$ cat src/rtl/core/i2r_pkg.sv
// ----------------------------------------------------------------------------
// i2r_pkg
// Types, microcode and symbol tables of the Roman numeral core.
// ----------------------------------------------------------------------------
`default_nettype none

package i2r_pkg;

    localparam int NUM_W   = 12;
    localparam int SYM_W   = 7;
    localparam int DIGIT_W = 4;
    localparam int PLACE_W = 2;
    localparam int PROD_W  = 14;

    localparam logic [NUM_W-1:0] NUM_MAX = 12'd3999;

    localparam logic [SYM_W-1:0] CH_I = 7'h49;
    localparam logic [SYM_W-1:0] CH_V = 7'h56;
    localparam logic [SYM_W-1:0] CH_X = 7'h58;
    localparam logic [SYM_W-1:0] CH_L = 7'h4C;
    localparam logic [SYM_W-1:0] CH_C = 7'h43;
    localparam logic [SYM_W-1:0] CH_D = 7'h44;
    localparam logic [SYM_W-1:0] CH_M = 7'h4D;
    localparam logic [SYM_W-1:0] CH_NUL = 7'h00;

    typedef logic [2:0] t_upc;
    typedef logic [1:0] t_sym;
    typedef logic [1:0] t_dec;
    typedef logic [2:0] t_jc;

    // sequencer steps
    localparam t_upc S_LOAD  = 3'd0;
    localparam t_upc S_ONES  = 3'd1;
    localparam t_upc S_FIVE  = 3'd2;
    localparam t_upc S_PRE   = 3'd3;
    localparam t_upc S_FOURB = 3'd4;
    localparam t_upc S_NINEB = 3'd5;
    localparam t_upc S_ERR   = 3'd6;

    // symbol select within a place
    localparam t_sym SYM_ONE  = 2'd0;
    localparam t_sym SYM_FIVE = 2'd1;
    localparam t_sym SYM_TEN  = 2'd2;

    // digit register update
    localparam t_dec DEC_NONE = 2'd0;
    localparam t_dec DEC_ONE  = 2'd1;
    localparam t_dec DEC_FIVE = 2'd2;
    localparam t_dec DEC_LOAD = 2'd3;

    // jump conditions
    localparam t_jc JC_END      = 3'd0;
    localparam t_jc JC_DISPATCH = 3'd1;
    localparam t_jc JC_ONES     = 3'd2;
    localparam t_jc JC_FIVE     = 3'd3;
    localparam t_jc JC_PAIR     = 3'd4;

    typedef struct packed {
        logic emit;
        logic err;
        t_sym sym;
        t_dec dec;
        t_jc  jc;
        t_upc target;
    } t_cw;

    function automatic t_cw ucode(input t_upc a);
        t_cw cw;
        cw = '{emit: 1'b0, err: 1'b0, sym: SYM_ONE, dec: DEC_NONE,
               jc: JC_END, target: S_LOAD};
        case (a)
            S_LOAD: begin
                cw.dec = DEC_LOAD;
                cw.jc  = JC_DISPATCH;
            end
            S_ONES: begin
                cw.emit   = 1'b1;
                cw.dec    = DEC_ONE;
                cw.jc     = JC_ONES;
                cw.target = S_ONES;
            end
            S_FIVE: begin
                cw.emit   = 1'b1;
                cw.sym    = SYM_FIVE;
                cw.dec    = DEC_FIVE;
                cw.jc     = JC_FIVE;
                cw.target = S_ONES;
            end
            S_PRE: begin
                cw.emit = 1'b1;
                cw.jc   = JC_PAIR;
            end
            S_FOURB: begin
                cw.emit = 1'b1;
                cw.sym  = SYM_FIVE;
            end
            S_NINEB: begin
                cw.emit = 1'b1;
                cw.sym  = SYM_TEN;
            end
            S_ERR: begin
                cw.emit = 1'b1;
                cw.err  = 1'b1;
            end
            default: begin
                cw.jc = JC_END;
            end
        endcase
        return cw;
    endfunction

    function automatic logic [PROD_W-1:0] place_val(input logic [PLACE_W-1:0] p);
        logic [PROD_W-1:0] v;
        case (p)
            2'd0:    v = 14'd1000;
            2'd1:    v = 14'd100;
            2'd2:    v = 14'd10;
            default: v = 14'd1;
        endcase
        return v;
    endfunction

    // leading digit of a residue known to be below ten place units
    function automatic logic [DIGIT_W-1:0] digit_of(input logic [NUM_W-1:0] r,
                                                    input logic [PLACE_W-1:0] p);
        logic [DIGIT_W-1:0] q;
        logic [PROD_W-1:0]  pv;
        q  = '0;
        pv = place_val(p);
        for (int k = 1; k <= 9; k++) begin
            if ({2'b00, r} >= PROD_W'(k) * pv) begin
                q = DIGIT_W'(k);
            end
        end
        return q;
    endfunction

    function automatic logic [SYM_W-1:0] sym_char(input logic [PLACE_W-1:0] p,
                                                  input t_sym s);
        logic [SYM_W-1:0] c;
        case (p)
            2'd0: c = CH_M;
            2'd1: c = (s == SYM_ONE) ? CH_C : (s == SYM_FIVE) ? CH_D : CH_M;
            2'd2: c = (s == SYM_ONE) ? CH_X : (s == SYM_FIVE) ? CH_L : CH_C;
            default: c = (s == SYM_ONE) ? CH_I : (s == SYM_FIVE) ? CH_V : CH_X;
        endcase
        return c;
    endfunction

endpackage

`default_nettype wire

$ cat src/rtl/core/integer_to_roman_numeral_core.sv
// ----------------------------------------------------------------------------
// Integer to Roman numeral core
// Converts a 12-bit number into its Roman numeral as ASCII words, one number at a time.
// ----------------------------------------------------------------------------
// channel  dir  handshake                 payload
// in       in   i_in_valid / o_in_stall   i_number[11:0]
// out      out  o_out_valid / i_out_stall o_symbol[6:0], o_last, o_out_of_range
//
// An item is accepted, then the microcode sequencer, which runs one control word
// per cycle while no emit step waits, takes a load step for each place up to the
// last nonzero one and an emit step for each character.
// Reset is synchronous, active low; it empties the sequencer and output word.
// An emit step waits while the output word is held by i_out_stall.
// ----------------------------------------------------------------------------
`default_nettype none

module integer_to_roman_numeral_core
    import i2r_pkg::*;
(
    input  wire               i_clk,
    input  wire               i_rst_n,
    input  wire               i_in_valid,
    output logic              o_in_stall,
    input  wire  [NUM_W-1:0]  i_number,
    output logic              o_out_valid,
    input  wire               i_out_stall,
    output logic [SYM_W-1:0]  o_symbol,
    output logic              o_last,
    output logic              o_out_of_range
);

    logic                r_busy,  n_busy;
    t_upc                r_upc,   n_upc;
    logic [PLACE_W-1:0]  r_place, n_place;
    logic [DIGIT_W-1:0]  r_digit, n_digit;
    logic [NUM_W-1:0]    r_rem,   n_rem;
    logic                r_out_vld;
    logic [SYM_W-1:0]    r_sym;
    logic                r_last;
    logic                r_oor;

    t_cw                 cw;
    logic [DIGIT_W-1:0]  q;
    logic [PROD_W-1:0]   sub;
    logic                in_acc;
    logic                in_err;
    logic                out_free;
    logic                step;
    logic                do_emit;
    logic                dig_end;

    assign cw       = ucode(r_upc);
    assign q        = digit_of(r_rem, r_place);
    assign sub      = PROD_W'(q) * place_val(r_place);
    assign in_acc   = i_in_valid && !r_busy;
    assign in_err   = (i_number == '0) || (i_number > NUM_MAX);
    assign out_free = !r_out_vld || !i_out_stall;
    assign step     = r_busy && (!cw.emit || out_free);
    assign do_emit  = step && cw.emit;

    always_comb begin
        n_busy  = r_busy;
        n_upc   = r_upc;
        n_place = r_place;
        n_digit = r_digit;
        n_rem   = r_rem;
        dig_end = 1'b0;
        if (in_acc) begin
            n_busy  = 1'b1;
            n_place = '0;
            n_rem   = in_err ? '0 : i_number;
            n_upc   = in_err ? S_ERR : S_LOAD;
        end else if (step) begin
            case (cw.dec)
                DEC_LOAD: begin
                    n_digit = q;
                    n_rem   = r_rem - sub[NUM_W-1:0];
                end
                DEC_ONE:  n_digit = r_digit - 4'd1;
                DEC_FIVE: n_digit = r_digit - 4'd5;
                default:  n_digit = r_digit;
            endcase
            case (cw.jc)
                JC_DISPATCH: begin
                    if (q == '0) begin
                        n_place = r_place + 2'd1;
                        n_upc   = S_LOAD;
                    end else if (q inside {4'd4, 4'd9}) begin
                        n_upc = S_PRE;
                    end else if (q >= 4'd5) begin
                        n_upc = S_FIVE;
                    end else begin
                        n_upc = S_ONES;
                    end
                end
                JC_ONES: begin
                    if (r_digit == 4'd1) dig_end = 1'b1;
                    else                 n_upc   = cw.target;
                end
                JC_FIVE: begin
                    if (r_digit == 4'd5) dig_end = 1'b1;
                    else                 n_upc   = cw.target;
                end
                JC_PAIR: n_upc = (r_digit == 4'd4) ? S_FOURB : S_NINEB;
                default: dig_end = 1'b1;
            endcase
            if (dig_end) begin
                if (r_rem == '0) begin
                    n_busy = 1'b0;
                end else begin
                    n_place = r_place + 2'd1;
                    n_upc   = S_LOAD;
                end
            end
        end
    end

    always_ff @(posedge i_clk) begin
        if (!i_rst_n) begin
            r_busy    <= 1'b0;
            r_upc     <= S_LOAD;
            r_out_vld <= 1'b0;
        end else begin
            r_busy <= n_busy;
            r_upc  <= n_upc;
            if (out_free) begin
                r_out_vld <= do_emit;
            end
        end
    end

    always_ff @(posedge i_clk) begin
        r_place <= n_place;
        r_digit <= n_digit;
        r_rem   <= n_rem;
        if (do_emit) begin
            r_sym  <= cw.err ? CH_NUL : sym_char(r_place, cw.sym);
            r_last <= dig_end && (r_rem == '0);
            r_oor  <= cw.err;
        end
    end

    assign o_in_stall     = r_busy;
    assign o_out_valid    = r_out_vld;
    assign o_symbol       = r_sym;
    assign o_last         = r_last;
    assign o_out_of_range = r_oor;

endmodule

`default_nettype wire

$ cat config.mk
export PLATFORM = sky130hd
export DESIGN_NAME = integer_to_roman_numeral_core
export DESIGN_NICKNAME = d
export VERILOG_FILES = /design/src/rtl/core/i2r_pkg.sv /design/src/rtl/core/integer_to_roman_numeral_core.sv
export SDC_FILE = /design/constraint.sdc
export NUM_CORES = 1
export LEC_CHECK = 0
export ABC_AREA = 0
export BUFFER_PORTS_ARGS = -buffer_cell sky130_fd_sc_hd__buf_2
export CAP_MARGIN = 40
export CORE_MARGIN = 2
export CORE_UTILIZATION = 50
export CTS_CLUSTER_SIZE = 20
export DETAILED_ROUTE_END_ITERATION = 10
export PLACE_DENSITY = 0.67
export SYNTH_ARGS = -nofsm -noshare
export SYNTH_HDL_FRONTEND = slang
export SYNTH_SLANG_ARGS = --single-unit
$ cat constraint.sdc
create_clock -name i_clk -period 7.5 [get_ports i_clk]
set_input_delay 0.75 -clock i_clk [delete_from_list [all_inputs] [get_ports i_clk]]
set_output_delay 0.75 -clock i_clk [all_outputs]
set_load 0.1 [all_outputs]
==> results.py <==
metrics = {
    "final_layout": {
        "drive_above_1_share_pct": 8.96,
        "fin_nets": 803,
        "layoutNonFillerInstCount": 806,
        "regArea_um2": 861,
        "multi_input_area_mm2": 0.00397,
        "diodes": 0,
        "layout_commonest_cell": "ha_1",
        "area_growth_pct": 7.78,
        "design_area_mm2": 0.00564,
        "fill_cells": 961,
        "mostFrequentLayoutCells": "95 x ha_1, 84 x inv_1, 65 x nand2_1",
    },
    "cts": {
        "root_buffer": "clkbuf_8",
        "cts_made_buffers": 5,
        "cts_buffer_depth": 2,
        "htreeDepth": 2,
        "post_cts_resize_count": 0,
        "clock_latency_ns": 0.29,
        "cts_setup_buffers": 0,
        "cts_hold_buf": 0,
        "cts.sinks": 31,
        "tritoncts": "built",
        "path_clk_slew_ns": 0.07,
    },
    "min_path": {
        "hold_depth": 2,
        "hp-start": "o_in_stall",
        "hold_path_class": "reg2reg",
        "hold_end": "o_in_stall",
    },
    "die": {
        "die_area_mm2": 0.0113,
        "boundaryPins": 27,
        "core_region_area_mm2": 0.0102,
        "rows": 37,
        "die_h_um": 106,
        "fp.dieW_um": 106,
        "initial_core_util_pct": 51.1,
    },
    "timing": {
        "hold_viol_final": 0,
        "timing.max_slew.rel_slack_pct": 49.4,
        "finalSetupTns_ns": 0,
        "max_freq_mhz": 143,
        "fin_skew_ns": 0.00768,
        "drv_slew": 0,
        "rsz0062_at_grt": "false",
        "worst_pin_slew_ns": 0.750,
        "setup_viol": 0,
        "period_share_pct": 93.4,
        "whs_ns": 0.566,
        "period_minus_slack_ns": 7.00,
    },
    "drt": {
        "vias": 4846,
        "wl_per_cell_um": 18.2,
        "routed_wl_um": 14700,
        "first_pass_iters": 5,
        "routed_via_density": 6.01,
        "drt_iter0_drc": 322,
        "post-route-drc-count": 0,
        "antenna_left": 0,
    },
    "synth": {
        "yosysTopAreaCell": "ha_1",
        "yosysSeqAreaShare_pct": 16.5,
        "ys_seq_elements": 31,
        "synthesis.area_mm2": 0.00523,
        "synth_nets": 777,
        "synth.distinct_cells": 70,
        "syn_area_per_cell_um2": 8.13,
        "synth_top_cell_area_share_pct": 23.0,
        "syn_inst": 643,
        "synthArstFlopShare_pct": 0,
        "synth_edf_count": 24,
        "ys.flop_type": "edfxtp_1",
        "ys_warn_count": 0,
        "synth.area.top_cells": "ha_1 23%, edfxtp_1 14%, fa_1 8.4%",
    },
    "setup_path": {
        "endpoint_kind": "flop",
        "rr_endpoint": "r_rem[10]",
        "path_class": "reg2reg",
        "critPathMaxFanout": 10,
        "required_ns": 7.53,
        "cp-start-kind": "flop",
        "cp_data_arrival_time_ns": 7.04,
        "ff2ff_path_depth": 27,
        "r2r_start": "r_place[1]",
        "regToRegSetupSlack_ns": 0.50,
    },
    "global_route": {
        "grt_pass1_vias": 4793,
        "track_usage_pct": 26.9,
        "grt-ovfl-total": 0,
        "antenna_found_initial": 0,
        "grt_max_degree": 22,
        "grt_pass1_wl_um": 24000,
    },
    "placement": {
        "io_buffers": 25,
        "dp_hpwl_um": 11700,
        "post_dp_cell_area_mm2": 0.00552,
        "gp_congestion": 0.937,
        "dp.cells": 798,
    },
    "run_status": {
        "status": "finished, final reports clean",
    },
    "job": {
        "maxCapViolCount": 0,
    },
}
## kinds of logic after synthesis
kind of cell,after synthesis,synth area share (%)
and+or+nand+nor,193,17.7
AOI/OAI and AO/OA,171,21.9
adders and majority gates,118,31.4
buffers and inverters,102,7.87
DFF,31,16.5
xor gates and xnor gates,24,4.02
muxes,3,0.574
other,1,0.0717
## how the worst max path moves through the flow
stage | from | end | slack, ns | cells after the start
floorplan | r_place[0] | r_rem[10] | 0.75 | 30
global placement | r_place[1] | r_rem[11] | 0.59 | 30
detailed placement | r_place[1] | r_rem[11] | 0.33 | 30
CTS | r_place[1] | r_rem[10] | 0.30 | 30
global route | r_place[1] | r_rem[11] | 0.01 | 30
finish | r_place[1] | r_rem[10] | 0.50 | 27
## per-layer routing
metal,global-route usage (%),share of wire (%)
met1,35.9,45
met3,3.07,5.6
met2,45.2,47
met5,0,0
met4,9.02,2.6
## sequential cells by signal, indices dropped and copies added, names as in the netlist
name,flops
r_rem,12
o_symbol,6
r_digit,4
r_upc,3
r_place,2
o_in_stall,1
o_last,1
o_out_of_range,1
o_out_valid,1
## through the flow
| stage | setup slack, ns | util, % |
|---|---|---|
| finish | 0.498 | 55.1 |
| global route | 0.0142 | 55.1 |
| CTS | 0.300 | 55.0 |
| detailed placement | 0.328 | 53.9 |
| global placement | 0.587 | 53.9 |
| floorplan | 0.753 | - |
## worst max-delay path, cell delays in order (launching register included)
cell and delay [ns]:
dfxtp_1 0.44, inv_1 0.15, ha_1 0.37, a21oi_1 0.21
a21oi_1 0.07, fa_1 0.41, xnor2_1 0.14, xnor2_1 0.13
ha_1 0.31, a21oi_1 0.07, o21ai_0 0.15, nand3_1 0.10
o41a_1 0.12, a311o_1 0.42, and2_1 0.21, a31oi_1 0.33
buf_4 0.21, nand2_1 0.11, fa_1 0.55, fa_1 0.55
inv_1 0.06, fa_1 0.51, inv_1 0.04, ha_1 0.35
and3_1 0.19, a211oi_1 0.30, xor2_1 0.16, o21ai_0 0.09
## synthesized netlist by cell type (all sizes together), types with 5 or more instances
master	instances
a211oi	8
a21o	12
a21oi	42
a31oi	9
and2	9
and3	6
buf	7
clkbuf	11
dfxtp	7
edfxtp	24
fa	22
ha	96
inv	84
nand2	65
nand2b	5
nand3	17
nand4	5
nor2	42
nor2b	7
nor3	18
o21a	7
o21ai	44
o31ai	5
xnor2	17
xor2	7
## layout make-up
type	instances	area share (%)
Multi-Input combinational cell	510	70.4
Inverter	84	5.60
Clock inverter	3	0.688
Tap cell	136	3.02
Sequential cell	31	15.3
Clock buffer	5	1.22
Timing Repair Buffer	37	3.82
Power is not shown: default switching activity piles up to over one toggle a cycle in this logic, so the estimate is an artifact.
